--- src/rtl/uhrt_pkg.sv ---
// Shared types, constants and romanization tables for the Hangul romanizing transcoder.
package uhrt_pkg;

	typedef logic [20:0] cp_t;
	typedef logic [7:0]  byte_t;

	typedef struct packed {
		logic [7:0] text_byte;
		logic       end_of_text;
	} in_item_t;

	typedef struct packed {
		logic [7:0] out_byte;
		logic       last_of_run;
	} out_item_t;

	// One romanization segment: up to three ASCII letters, first letter in ch[0].
	typedef struct packed {
		logic [1:0]      len;
		logic [0:3][7:0] ch;
	} seg_t;

	// Pipeline and emitter state exposed for checking at the top level.
	typedef struct packed {
		logic       v4;
		logic       hang_s4;
		logic [4:0] li_s4;
		logic [4:0] vi_s4;
		logic       em_valid;
		logic [2:0] em_idx;
		logic [2:0] em_cnt;
	} bk_status_t;

	localparam cp_t   HANGUL_FIRST = 21'h00AC00;
	localparam cp_t   HANGUL_LAST  = 21'h00D7A3;
	localparam cp_t   REPLACEMENT  = 21'h00FFFD;
	localparam cp_t   MAX_1BYTE    = 21'h00007F;
	localparam cp_t   MAX_2BYTE    = 21'h0007FF;
	localparam cp_t   MAX_3BYTE    = 21'h00FFFF;
	localparam int    NUM_INITIALS = 19;
	localparam int    NUM_VOWELS   = 21;
	localparam int    NUM_FINALS   = 28;
	localparam int    SYL_PER_INITIAL = NUM_VOWELS * NUM_FINALS;
	// floor(x / 588) = (x * RECIP_588) >> 24 for every syllable offset.
	localparam logic [14:0] RECIP_588 = 15'd28533;
	localparam int          SHIFT_588 = 24;
	// floor(x / 28) = (x * RECIP_28) >> 16 for every x below 588.
	localparam logic [11:0] RECIP_28  = 12'd2341;
	localparam int          SHIFT_28  = 16;
	localparam byte_t NUL = 8'h00;

	function automatic seg_t mk_seg(logic [1:0] len, byte_t a, byte_t b, byte_t c);
		seg_t s;
		s.len = len;
		s.ch  = {a, b, c, NUL};
		return s;
	endfunction

	function automatic seg_t initial_seg(logic [4:0] i);
		case (i)
			5'd0:    return mk_seg(2'd1, "g", NUL, NUL);
			5'd1:    return mk_seg(2'd2, "k", "k", NUL);
			5'd2:    return mk_seg(2'd1, "n", NUL, NUL);
			5'd3:    return mk_seg(2'd1, "d", NUL, NUL);
			5'd4:    return mk_seg(2'd2, "t", "t", NUL);
			5'd5:    return mk_seg(2'd1, "r", NUL, NUL);
			5'd6:    return mk_seg(2'd1, "m", NUL, NUL);
			5'd7:    return mk_seg(2'd1, "b", NUL, NUL);
			5'd8:    return mk_seg(2'd2, "p", "p", NUL);
			5'd9:    return mk_seg(2'd1, "s", NUL, NUL);
			5'd10:   return mk_seg(2'd2, "s", "s", NUL);
			5'd11:   return mk_seg(2'd0, NUL, NUL, NUL);
			5'd12:   return mk_seg(2'd1, "j", NUL, NUL);
			5'd13:   return mk_seg(2'd2, "j", "j", NUL);
			5'd14:   return mk_seg(2'd2, "c", "h", NUL);
			5'd15:   return mk_seg(2'd1, "k", NUL, NUL);
			5'd16:   return mk_seg(2'd1, "t", NUL, NUL);
			5'd17:   return mk_seg(2'd1, "p", NUL, NUL);
			5'd18:   return mk_seg(2'd1, "h", NUL, NUL);
			default: return mk_seg(2'd0, NUL, NUL, NUL);
		endcase
	endfunction

	function automatic seg_t vowel_seg(logic [4:0] i);
		case (i)
			5'd0:    return mk_seg(2'd1, "a", NUL, NUL);
			5'd1:    return mk_seg(2'd2, "a", "e", NUL);
			5'd2:    return mk_seg(2'd2, "y", "a", NUL);
			5'd3:    return mk_seg(2'd3, "y", "a", "e");
			5'd4:    return mk_seg(2'd2, "e", "o", NUL);
			5'd5:    return mk_seg(2'd1, "e", NUL, NUL);
			5'd6:    return mk_seg(2'd3, "y", "e", "o");
			5'd7:    return mk_seg(2'd2, "y", "e", NUL);
			5'd8:    return mk_seg(2'd1, "o", NUL, NUL);
			5'd9:    return mk_seg(2'd2, "w", "a", NUL);
			5'd10:   return mk_seg(2'd3, "w", "a", "e");
			5'd11:   return mk_seg(2'd2, "o", "e", NUL);
			5'd12:   return mk_seg(2'd2, "y", "o", NUL);
			5'd13:   return mk_seg(2'd1, "u", NUL, NUL);
			5'd14:   return mk_seg(2'd2, "w", "o", NUL);
			5'd15:   return mk_seg(2'd2, "w", "e", NUL);
			5'd16:   return mk_seg(2'd2, "w", "i", NUL);
			5'd17:   return mk_seg(2'd2, "y", "u", NUL);
			5'd18:   return mk_seg(2'd2, "e", "u", NUL);
			5'd19:   return mk_seg(2'd2, "y", "i", NUL);
			5'd20:   return mk_seg(2'd1, "i", NUL, NUL);
			default: return mk_seg(2'd0, NUL, NUL, NUL);
		endcase
	endfunction

	function automatic seg_t final_seg(logic [4:0] i);
		case (i)
			5'd0:    return mk_seg(2'd0, NUL, NUL, NUL);
			5'd1:    return mk_seg(2'd1, "k", NUL, NUL);
			5'd2:    return mk_seg(2'd1, "k", NUL, NUL);
			5'd3:    return mk_seg(2'd2, "k", "s", NUL);
			5'd4:    return mk_seg(2'd1, "n", NUL, NUL);
			5'd5:    return mk_seg(2'd2, "n", "j", NUL);
			5'd6:    return mk_seg(2'd2, "n", "h", NUL);
			5'd7:    return mk_seg(2'd1, "t", NUL, NUL);
			5'd8:    return mk_seg(2'd1, "l", NUL, NUL);
			5'd9:    return mk_seg(2'd2, "l", "k", NUL);
			5'd10:   return mk_seg(2'd2, "l", "m", NUL);
			5'd11:   return mk_seg(2'd2, "l", "b", NUL);
			5'd12:   return mk_seg(2'd2, "l", "s", NUL);
			5'd13:   return mk_seg(2'd2, "l", "t", NUL);
			5'd14:   return mk_seg(2'd2, "l", "p", NUL);
			5'd15:   return mk_seg(2'd2, "l", "h", NUL);
			5'd16:   return mk_seg(2'd1, "m", NUL, NUL);
			5'd17:   return mk_seg(2'd1, "p", NUL, NUL);
			5'd18:   return mk_seg(2'd2, "p", "s", NUL);
			5'd19:   return mk_seg(2'd1, "t", NUL, NUL);
			5'd20:   return mk_seg(2'd1, "t", NUL, NUL);
			5'd21:   return mk_seg(2'd2, "n", "g", NUL);
			5'd22:   return mk_seg(2'd1, "t", NUL, NUL);
			5'd23:   return mk_seg(2'd1, "t", NUL, NUL);
			5'd24:   return mk_seg(2'd1, "k", NUL, NUL);
			5'd25:   return mk_seg(2'd1, "t", NUL, NUL);
			5'd26:   return mk_seg(2'd1, "p", NUL, NUL);
			5'd27:   return mk_seg(2'd1, "t", NUL, NUL);
			default: return mk_seg(2'd0, NUL, NUL, NUL);
		endcase
	endfunction

endpackage

--- src/rtl/utf8_hangul_romanizing_transcoder.sv ---
// A decoded code point passes the queue, stages s1 to s4 and the emitter before it shows.
// Throughput: one input byte per cycle while not full, one output byte per cycle on pop.
// The emitter holds each code point until all its output bytes (1 to 7) are popped,
// which sets the sustained rate; QUEUE_DEPTH code points buffer the difference.
// Reset: arst_n clears the decoder state, queue pointers and all stage valid flags at once.
module utf8_hangul_romanizing_transcoder import uhrt_pkg::*; #(
	parameter int QUEUE_DEPTH = 4
) (
	input  logic      clk,
	input  logic      arst_n,
	input  logic      push,
	output logic      full,
	input  in_item_t  item,
	output logic      empty,
	input  logic      pop,
	output out_item_t result
);

	logic       take;
	logic       q_wr;
	cp_t        q_wdata;
	logic       q_full;
	logic       q_rd;
	cp_t        q_rdata;
	logic       q_nonempty;
	bk_status_t st;

	assign full = q_full;
	assign take = push && !q_full;

	uhrt_front u_front (
		.clk      (clk),
		.arst_n   (arst_n),
		.take     (take),
		.item     (item),
		.cp_valid (q_wr),
		.cp       (q_wdata)
	);

	uhrt_fifo #(
		.DEPTH (QUEUE_DEPTH)
	) u_fifo (
		.clk      (clk),
		.arst_n   (arst_n),
		.wr       (q_wr),
		.wdata    (q_wdata),
		.full     (q_full),
		.rd       (q_rd),
		.rdata    (q_rdata),
		.nonempty (q_nonempty)
	);

	uhrt_back u_back (
		.clk        (clk),
		.arst_n     (arst_n),
		.q_nonempty (q_nonempty),
		.q_data     (q_rdata),
		.q_rd       (q_rd),
		.empty      (empty),
		.pop        (pop),
		.result     (result),
		.status     (st)
	);

	// A decoded code point never arrives while the queue is full.
	a_no_overflow: assert property (@(posedge clk) disable iff (!arst_n)
		!(q_wr && q_full))
		else $error("code point written into a full queue");

	// The reciprocal divisions must give indices inside the letter tables.
	a_index_range: assert property (@(posedge clk) disable iff (!arst_n)
		(st.v4 && st.hang_s4) |-> (st.li_s4 < 5'(NUM_INITIALS)) &&
			(st.vi_s4 < 5'(NUM_VOWELS)))
		else $error("syllable index out of range");

	// The emitter always points inside a non-empty run of bytes.
	a_emit_bounds: assert property (@(posedge clk) disable iff (!arst_n)
		st.em_valid |-> (st.em_cnt != 3'd0) && (st.em_idx < st.em_cnt))
		else $error("emitter index outside its run");

	// The last byte of a run that is taken leaves the emitter empty unless a new run loads.
	a_run_end: assert property (@(posedge clk) disable iff (!arst_n)
		(pop && !empty && result.last_of_run && !st.v4) |=> empty)
		else $error("emitter kept a finished run");

endmodule

--- src/rtl/uhrt_front.sv ---
// UTF-8 decoder front end: gathers lead and continuation bytes into code points.
module uhrt_front import uhrt_pkg::*; (
	input  logic     clk,
	input  logic     arst_n,
	input  logic     take,
	input  in_item_t item,
	output logic     cp_valid,
	output cp_t      cp
);

	cp_t        partial_q;
	logic [1:0] expect_q;
	logic       bad_q;

	cp_t        partial_d;
	logic [1:0] expect_d;
	logic       bad_d;
	logic       emit;
	cp_t        emit_cp;
	logic       cont_ok;
	logic       bad_n;
	cp_t        part_n;
	logic [1:0] exp_n;
	logic [7:0] b;

	always_comb begin
		b         = item.text_byte;
		partial_d = partial_q;
		expect_d  = expect_q;
		bad_d     = bad_q;
		emit      = 1'b0;
		emit_cp   = {13'd0, b};
		cont_ok   = (b[7:6] == 2'b10);
		bad_n     = bad_q | ~cont_ok;
		part_n    = (bad_q || !cont_ok) ? partial_q : {partial_q[14:0], b[5:0]};
		exp_n     = expect_q - 2'd1;
		if (expect_q == 2'd0) begin
			if (!b[7]) begin
				emit = 1'b1;
			end else if (b[7:5] == 3'b110) begin
				partial_d = {16'd0, b[4:0]};
				expect_d  = 2'd1;
				bad_d     = 1'b0;
			end else if (b[7:4] == 4'b1110) begin
				partial_d = {17'd0, b[3:0]};
				expect_d  = 2'd2;
				bad_d     = 1'b0;
			end else if (b[7:3] == 5'b11110) begin
				partial_d = {18'd0, b[2:0]};
				expect_d  = 2'd3;
				bad_d     = 1'b0;
			end
			// A lead byte that carries the end-of-text mark opens nothing.
			if (item.end_of_text && b[7]) begin
				partial_d = '0;
				expect_d  = 2'd0;
				bad_d     = 1'b0;
			end
		end else begin
			if (exp_n == 2'd0) begin
				emit      = 1'b1;
				emit_cp   = bad_n ? REPLACEMENT : part_n;
				partial_d = '0;
				expect_d  = 2'd0;
				bad_d     = 1'b0;
			end else if (item.end_of_text) begin
				partial_d = '0;
				expect_d  = 2'd0;
				bad_d     = 1'b0;
			end else begin
				partial_d = part_n;
				expect_d  = exp_n;
				bad_d     = bad_n;
			end
		end
	end

	always_ff @(posedge clk or negedge arst_n) begin
		if (!arst_n) begin
			partial_q <= '0;
			expect_q  <= 2'd0;
			bad_q     <= 1'b0;
		end else if (take) begin
			partial_q <= partial_d;
			expect_q  <= expect_d;
			bad_q     <= bad_d;
		end
	end

	assign cp_valid = take & emit;
	assign cp       = emit_cp;

endmodule

--- src/rtl/uhrt_fifo.sv ---
// Short code point queue between the decoder and the romanizing back end.
module uhrt_fifo import uhrt_pkg::*; #(
	parameter int DEPTH = 4
) (
	input  logic clk,
	input  logic arst_n,
	input  logic wr,
	input  cp_t  wdata,
	output logic full,
	input  logic rd,
	output cp_t  rdata,
	output logic nonempty
);

	localparam int AW = (DEPTH > 1) ? $clog2(DEPTH) : 1;
	localparam int CW = $clog2(DEPTH + 1);

	cp_t           mem_q [DEPTH];
	logic [AW-1:0] wptr_q;
	logic [AW-1:0] rptr_q;
	logic [CW-1:0] cnt_q;

	always_ff @(posedge clk) begin
		if (wr) begin
			mem_q[wptr_q] <= wdata;
		end
	end

	always_ff @(posedge clk or negedge arst_n) begin
		if (!arst_n) begin
			wptr_q <= '0;
			rptr_q <= '0;
			cnt_q  <= '0;
		end else begin
			if (wr) begin
				wptr_q <= (wptr_q == AW'(DEPTH - 1)) ? '0 : wptr_q + AW'(1);
			end
			if (rd) begin
				rptr_q <= (rptr_q == AW'(DEPTH - 1)) ? '0 : rptr_q + AW'(1);
			end
			if (wr && !rd) begin
				cnt_q <= cnt_q + CW'(1);
			end else if (rd && !wr) begin
				cnt_q <= cnt_q - CW'(1);
			end
		end
	end

	assign rdata    = mem_q[rptr_q];
	assign full     = (cnt_q == CW'(DEPTH));
	assign nonempty = (cnt_q != '0);

endmodule

--- src/rtl/uhrt_back.sv ---
// Back end: splits Hangul syllables, UTF-8 encodes others, emits one byte per cycle on pop.
module uhrt_back import uhrt_pkg::*; (
	input  logic       clk,
	input  logic       arst_n,
	input  logic       q_nonempty,
	input  cp_t        q_data,
	output logic       q_rd,
	output logic       empty,
	input  logic       pop,
	output out_item_t  result,
	output bk_status_t status
);

	logic v1_q, v2_q, v3_q, v4_q;
	cp_t  cp_s1, cp_s2, cp_s3, cp_s4;
	logic hang_s1, hang_s2, hang_s3, hang_s4;
	logic [13:0] off_s1, off_s2;
	logic [4:0]  li_s2, li_s3, li_s4;
	logic [9:0]  rem_s3, rem_s4;
	logic [4:0]  vi_s4;

	logic [6:0][7:0] em_buf_q;
	logic [2:0]      em_cnt_q;
	logic [2:0]      em_idx_q;
	logic            em_v_q;

	logic em_last, em_free, ld_em, ld4, ld3, ld2, ld1, r4, r3, r2, r1;

	cp_t         off_full;
	logic [28:0] prod_li;
	logic [13:0] li_mul, rem_full;
	logic [20:0] prod_vi;
	logic [9:0]  vi_mul, ti_full;
	logic [4:0]  ti;
	seg_t        seg_i, seg_v, seg_f;
	logic [2:0]  il, ivl, total;
	logic [6:0][7:0] hang_buf, utf_buf, load_buf;
	logic [2:0]  utf_cnt, load_cnt;
	logic [2:0]  kk;
	cp_t         c;

	// Handshake chain through the decomposition stages.
	assign em_last = (em_idx_q == em_cnt_q - 3'd1);
	assign em_free = !em_v_q || (pop && em_last);
	assign ld_em   = v4_q && em_free;
	assign r4      = !v4_q || em_free;
	assign ld4     = v3_q && r4;
	assign r3      = !v3_q || r4;
	assign ld3     = v2_q && r3;
	assign r2      = !v2_q || r3;
	assign ld2     = v1_q && r2;
	assign r1      = !v1_q || r2;
	assign ld1     = q_nonempty && r1;
	assign q_rd    = ld1;

	assign off_full = q_data - HANGUL_FIRST;
	assign prod_li  = off_s1 * RECIP_588;
	assign li_mul   = li_s2 * 14'(SYL_PER_INITIAL);
	assign rem_full = off_s2 - li_mul;
	assign prod_vi  = rem_s3 * RECIP_28;
	assign vi_mul   = vi_s4 * 10'(NUM_FINALS);
	assign ti_full  = rem_s4 - vi_mul;
	assign ti       = ti_full[4:0];

	always_ff @(posedge clk or negedge arst_n) begin
		if (!arst_n) begin
			v1_q <= 1'b0;
			v2_q <= 1'b0;
			v3_q <= 1'b0;
			v4_q <= 1'b0;
		end else begin
			v1_q <= ld1 || (v1_q && !r2);
			v2_q <= ld2 || (v2_q && !r3);
			v3_q <= ld3 || (v3_q && !r4);
			v4_q <= ld4 || (v4_q && !em_free);
		end
	end

	always_ff @(posedge clk) begin
		if (ld1) begin
			cp_s1   <= q_data;
			hang_s1 <= (q_data >= HANGUL_FIRST) && (q_data <= HANGUL_LAST);
			off_s1  <= off_full[13:0];
		end
		if (ld2) begin
			cp_s2   <= cp_s1;
			hang_s2 <= hang_s1;
			off_s2  <= off_s1;
			li_s2   <= prod_li[SHIFT_588 +: 5];
		end
		if (ld3) begin
			cp_s3   <= cp_s2;
			hang_s3 <= hang_s2;
			li_s3   <= li_s2;
			rem_s3  <= rem_full[9:0];
		end
		if (ld4) begin
			cp_s4   <= cp_s3;
			hang_s4 <= hang_s3;
			li_s4   <= li_s3;
			rem_s4  <= rem_s3;
			vi_s4   <= prod_vi[SHIFT_28 +: 5];
		end
	end

	// Romanization: initial, vowel and final letters packed back to back.
	always_comb begin
		seg_i = initial_seg(li_s4);
		seg_v = vowel_seg(vi_s4);
		seg_f = final_seg(ti);
		il    = {1'b0, seg_i.len};
		ivl   = il + {1'b0, seg_v.len};
		total = ivl + {1'b0, seg_f.len};
		for (int k = 0; k < 7; k++) begin
			kk = 3'(k);
			if (kk < il) begin
				hang_buf[k] = seg_i.ch[kk[1:0]];
			end else if (kk < ivl) begin
				hang_buf[k] = seg_v.ch[2'(kk - il)];
			end else begin
				hang_buf[k] = seg_f.ch[2'(kk - ivl)];
			end
		end
	end

	// Standard UTF-8 encoding of a non-syllable code point.
	always_comb begin
		c       = cp_s4;
		utf_buf = '0;
		if (c <= MAX_1BYTE) begin
			utf_buf[0] = c[7:0];
			utf_cnt    = 3'd1;
		end else if (c <= MAX_2BYTE) begin
			utf_buf[0] = {3'b110, c[10:6]};
			utf_buf[1] = {2'b10, c[5:0]};
			utf_cnt    = 3'd2;
		end else if (c <= MAX_3BYTE) begin
			utf_buf[0] = {4'b1110, c[15:12]};
			utf_buf[1] = {2'b10, c[11:6]};
			utf_buf[2] = {2'b10, c[5:0]};
			utf_cnt    = 3'd3;
		end else begin
			utf_buf[0] = {5'b11110, c[20:18]};
			utf_buf[1] = {2'b10, c[17:12]};
			utf_buf[2] = {2'b10, c[11:6]};
			utf_buf[3] = {2'b10, c[5:0]};
			utf_cnt    = 3'd4;
		end
		load_buf = hang_s4 ? hang_buf : utf_buf;
		load_cnt = hang_s4 ? total : utf_cnt;
	end

	always_ff @(posedge clk or negedge arst_n) begin
		if (!arst_n) begin
			em_v_q   <= 1'b0;
			em_idx_q <= 3'd0;
		end else if (ld_em) begin
			em_v_q   <= 1'b1;
			em_idx_q <= 3'd0;
		end else if (em_v_q && pop) begin
			if (em_last) begin
				em_v_q <= 1'b0;
			end else begin
				em_idx_q <= em_idx_q + 3'd1;
			end
		end
	end

	always_ff @(posedge clk) begin
		if (ld_em) begin
			em_buf_q <= load_buf;
			em_cnt_q <= load_cnt;
		end
	end

	assign empty              = !em_v_q;
	assign result.out_byte    = em_buf_q[em_idx_q];
	assign result.last_of_run = em_last;

	assign status.v4       = v4_q;
	assign status.hang_s4  = hang_s4;
	assign status.li_s4    = li_s4;
	assign status.vi_s4    = vi_s4;
	assign status.em_valid = em_v_q;
	assign status.em_idx   = em_idx_q;
	assign status.em_cnt   = em_cnt_q;

endmodule
--- config.mk ---
export PLATFORM = sky130hd
export DESIGN_NAME = utf8_hangul_romanizing_transcoder
export DESIGN_NICKNAME = d
export VERILOG_FILES = /design/src/rtl/uhrt_pkg.sv /design/src/rtl/utf8_hangul_romanizing_transcoder.sv /design/src/rtl/uhrt_front.sv /design/src/rtl/uhrt_fifo.sv /design/src/rtl/uhrt_back.sv
export SDC_FILE = /design/constraint.sdc
export NUM_CORES = 1
export LEC_CHECK = 0
export BUFFER_PORTS_ARGS = -buffer_cell sky130_fd_sc_hd__buf_2
export CORE_MARGIN = 2
export CORE_UTILIZATION = 55
export DETAILED_ROUTE_END_ITERATION = 8
export PLACE_DENSITY_LB_ADDON = 0.15
export SKIP_CTS_REPAIR_TIMING = 1
export SLEW_MARGIN = 20
export SYNTH_ARGS = -nofsm -noshare
export SYNTH_HDL_FRONTEND = slang
export SYNTH_HIERARCHICAL = 1
export SYNTH_SLANG_ARGS = --single-unit
--- constraint.sdc ---
create_clock -name clk -period 7.9 [get_ports clk]
set_clock_uncertainty 0.1 [all_clocks]
set_input_delay 0.395 -clock clk [delete_from_list [all_inputs] [get_ports clk]]
set_output_delay 0.395 -clock clk [all_outputs]
set_load 0.01 [all_outputs]
==> impl_summary.log <==
INFO  metric synth_area_per_cell = 12.2 sq um
INFO  metric wl_per_cell = 19.0 um
INFO  metric boundaryPins = 24
INFO  metric r2r-start = u_back/cp_s1[8]
INFO  metric path_max_fanout = 5
INFO  metric timing.final.setup_violations = 0
INFO  metric track_usage = 22.3%
INFO  metric synthesis.nets = 2,008
INFO  metric drtPass1Iterations = 5
INFO  metric grt_pass1_wl = 68,000 um
INFO  metric critPathCaptureType = register
INFO  metric setup_cp_type = register to register
INFO  metric top_layer_used = met4
INFO  metric cts.root.buffer_cell = clkbuf_16
INFO  metric placement.io_buffers = 23
INFO  metric cts_htree_levels = 2
INFO  metric starting_density_of_the_core = 55.9%
INFO  metric yosysWarnings = 6
INFO  metric die_width = 197 um
INFO  metric syn2layout_area_growth = 7.98%
INFO  metric maxClockFrequency = 163 MHz
INFO  metric routed-wl-met3 = 1620 um
INFO  metric whs_endpoint = u_front/partial_q[2]
INFO  metric hold_viol = 0
INFO  metric holdPathStages = 2
INFO  metric num_cts_buffers = 34
INFO  metric worst_setup_hold_path_clk_slew = 0.06 ns
INFO  metric final_hpwl_dp = 31,500 um
INFO  metric layout_worst_path_cycle_share = 77.6%
INFO  metric critical_path_arrival = 6.30 ns
INFO  metric drv_slew = 0
INFO  metric rsz0062_at_grt = false
INFO  metric chip_height = 197 um
INFO  metric grt_antenna_before_repair = 0
INFO  metric m1WireLength = 17,800 um
INFO  metric worst-slew-pin-transition = 1.07 ns
INFO  metric drive_above_1_share = 9.33%
INFO  metric diodes = 0
INFO  metric finalNetCount = 2,024
INFO  metric maxSlewHeadroom = 28.0%
INFO  metric hold_path.startpoint = item[3]
INFO  metric crit_path_start_kind = register
INFO  metric routed_wl = 41,400 um
INFO  metric final.min_clock_period = 6.13 ns
INFO  metric die_area = 38,800 sq um
INFO  metric drcViolationCount = 0
INFO  metric worst-r2r-setup-slack = 1.77 ns
INFO  metric max-cap-violations = 0
INFO  metric drt_iter0_drc = 772
INFO  metric via_per_inst = 5.81
INFO  metric rows = 70
INFO  metric synthesis.instances = 1,675
INFO  metric crit_required = 8.07 ns
INFO  metric route.met2.wl = 20,600 um
INFO  metric place.gp.congestion = 0.960
INFO  metric tns = 0 ns
INFO  metric first_global_vias = 13,022
INFO  metric grt_remaining_overflow = 0
INFO  metric postRouteAntennaNets = 0
INFO  metric grt_start_max_net_pins = 54
INFO  metric ff2ff_path_depth = 19
INFO  metric critical_path.reg2reg.endpoint = u_back/li_s2[4]
INFO  metric cts_tree = built
INFO  metric outcome = finished, final reports clean
INFO  metric core_area = 36,600 sq um
INFO  metric layout.core_utilization = 60.4%
INFO  metric cts_num_sinks = 319
INFO  metric route.vias.total = 12,693
INFO  metric clkLatencyLatePin = 0.52 ns
INFO  metric hp_class = input port to register
INFO  metric filler_cell_count = 2,942
INFO  metric netlist_area = 20,500 sq um
INFO  metric clock_path_buffers = 3
[layout make-up]
class / instances / area (sq um) / share of cell area [%]
multi-input cells: 1095 / 10300 / 46.4
flip-flops and latches: 319 / 9150 / 41.4
clock buffers: 44 / 971 / 4.39
inverters: 207 / 785 / 3.55
well taps: 468 / 586 / 2.65
repair buffers: 34 / 208 / 0.940
clock inverters: 16 / 144 / 0.651
[through the flow]
step | std cells | hold slack, ns | instance area [sq um] | worst slack, ns
global placement | 2121 | 0.301 | 21000 | 1.89
global route | 2183 | 0.0347 | 22100 | 1.42
detailed placement | 2121 | 0.305 | 21000 | 1.81
finish | 2183 | 0.0427 | 22100 | 1.77
floorplan | 1675 | -0.000591 | 20500 | 2.16
CTS | 2181 | -0.125 | 22100 | 1.77
[sequential cells by signal, indices dropped and copies added (netlist names), 4 cells and up]
| register | count |
|---|---|
| u_fifo/mem_q | 84 |
| u_back/off_s1 | 4 |
| u_back/cp_s1 | 21 |
| u_back/rem_s3 | 8 |
| u_back/li_s2 | 5 |
| u_back/li_s3 | 5 |
| u_back/seg_i | 12 |
| u_back/li_s4 | 5 |
| u_back/c | 21 |
| u_back/vi_s4 | 5 |
| u_back/cp_s3 | 21 |
| u_front/partial_q | 15 |
| u_back/em_buf_q | 50 |
| u_back/seg_v | 13 |
| u_back/cp_s2 | 21 |
[worst max-delay path by stage]
stage	start	endpoint	slack (ns)	depth (start not counted)
6_report	u_back/cp_s1[8]	u_back/li_s2[4]	1.77	19
5_1_grt	u_back/cp_s1[8]	u_back/li_s2[4]	1.42	19
4_1_cts	u_back/cp_s1[8]	u_back/li_s2[4]	1.77	19
3_5_place_dp	u_back/cp_s1[8]	u_back/li_s2[4]	1.81	19
3_3_place_gp	u_back/cp_s1[9]	u_back/li_s2[4]	1.89	19
2_1_floorplan	u_back/em_cnt_q[0]	u_back/em_buf_q[0]	2.16	6
[layout by cell type (no fill, tap or decap), types with 7 or more instances in the layout]
| cell type | n |
|---|---|
| a22oi_1 | 14 |
| o22ai_1 | 11 |
| buf_4 | 9 |
| dfxtp_1 | 26 |
| dfrtp_1 | 33 |
| a21o_1 | 12 |
| a221oi_1 | 7 |
| and3_1 | 9 |
| o211ai_1 | 8 |
| xnor2_1 | 24 |
| and2_1 | 16 |
| edfxtp_1 | 260 |
| nor2_1 | 76 |
| a22o_1 | 22 |
| nand2_1 | 100 |
| a21oi_1 | 83 |
| mux2i_1 | 33 |
| fa_1 | 104 |
| ha_1 | 216 |
| xor2_1 | 16 |
| inv_1 | 204 |
| a31oi_1 | 14 |
| o21ai_0 | 63 |
| buf_2 | 23 |
| clkbuf_16 | 36 |
| o21a_1 | 16 |
| nand4_1 | 10 |
| nand3_1 | 24 |
| nor2b_1 | 15 |
| a211oi_1 | 10 |
| nor3_1 | 22 |
| nand2b_1 | 17 |
| or2_2 | 10 |
| mux4_2 | 27 |
[worst max-delay path: stages, from the launching register on]
cell and delay, ns:
edfxtp_1 0.43, inv_1 0.10, fa_1 0.53, inv_1 0.08
fa_1 0.49, fa_1 0.55, fa_1 0.54, fa_1 0.55
inv_1 0.05, fa_1 0.49, inv_1 0.04, ha_1 0.31
nand4_1 0.12, a2111oi_0 0.33, a31oi_1 0.15, a31oi_1 0.47
nand4_1 0.17, nand4b_1 0.16, a21oi_1 0.10, xnor2_1 0.12
[layer usage]
metal  GRT usage [%]  vias up
li1                -     6075
met1            29.2     6232
met2            38.3      304
met3            2.79       82
met4            8.10        0
met5               0        -
Power is not shown: default switching activity piles up to over one toggle a cycle in this logic, so the estimate is an artifact.
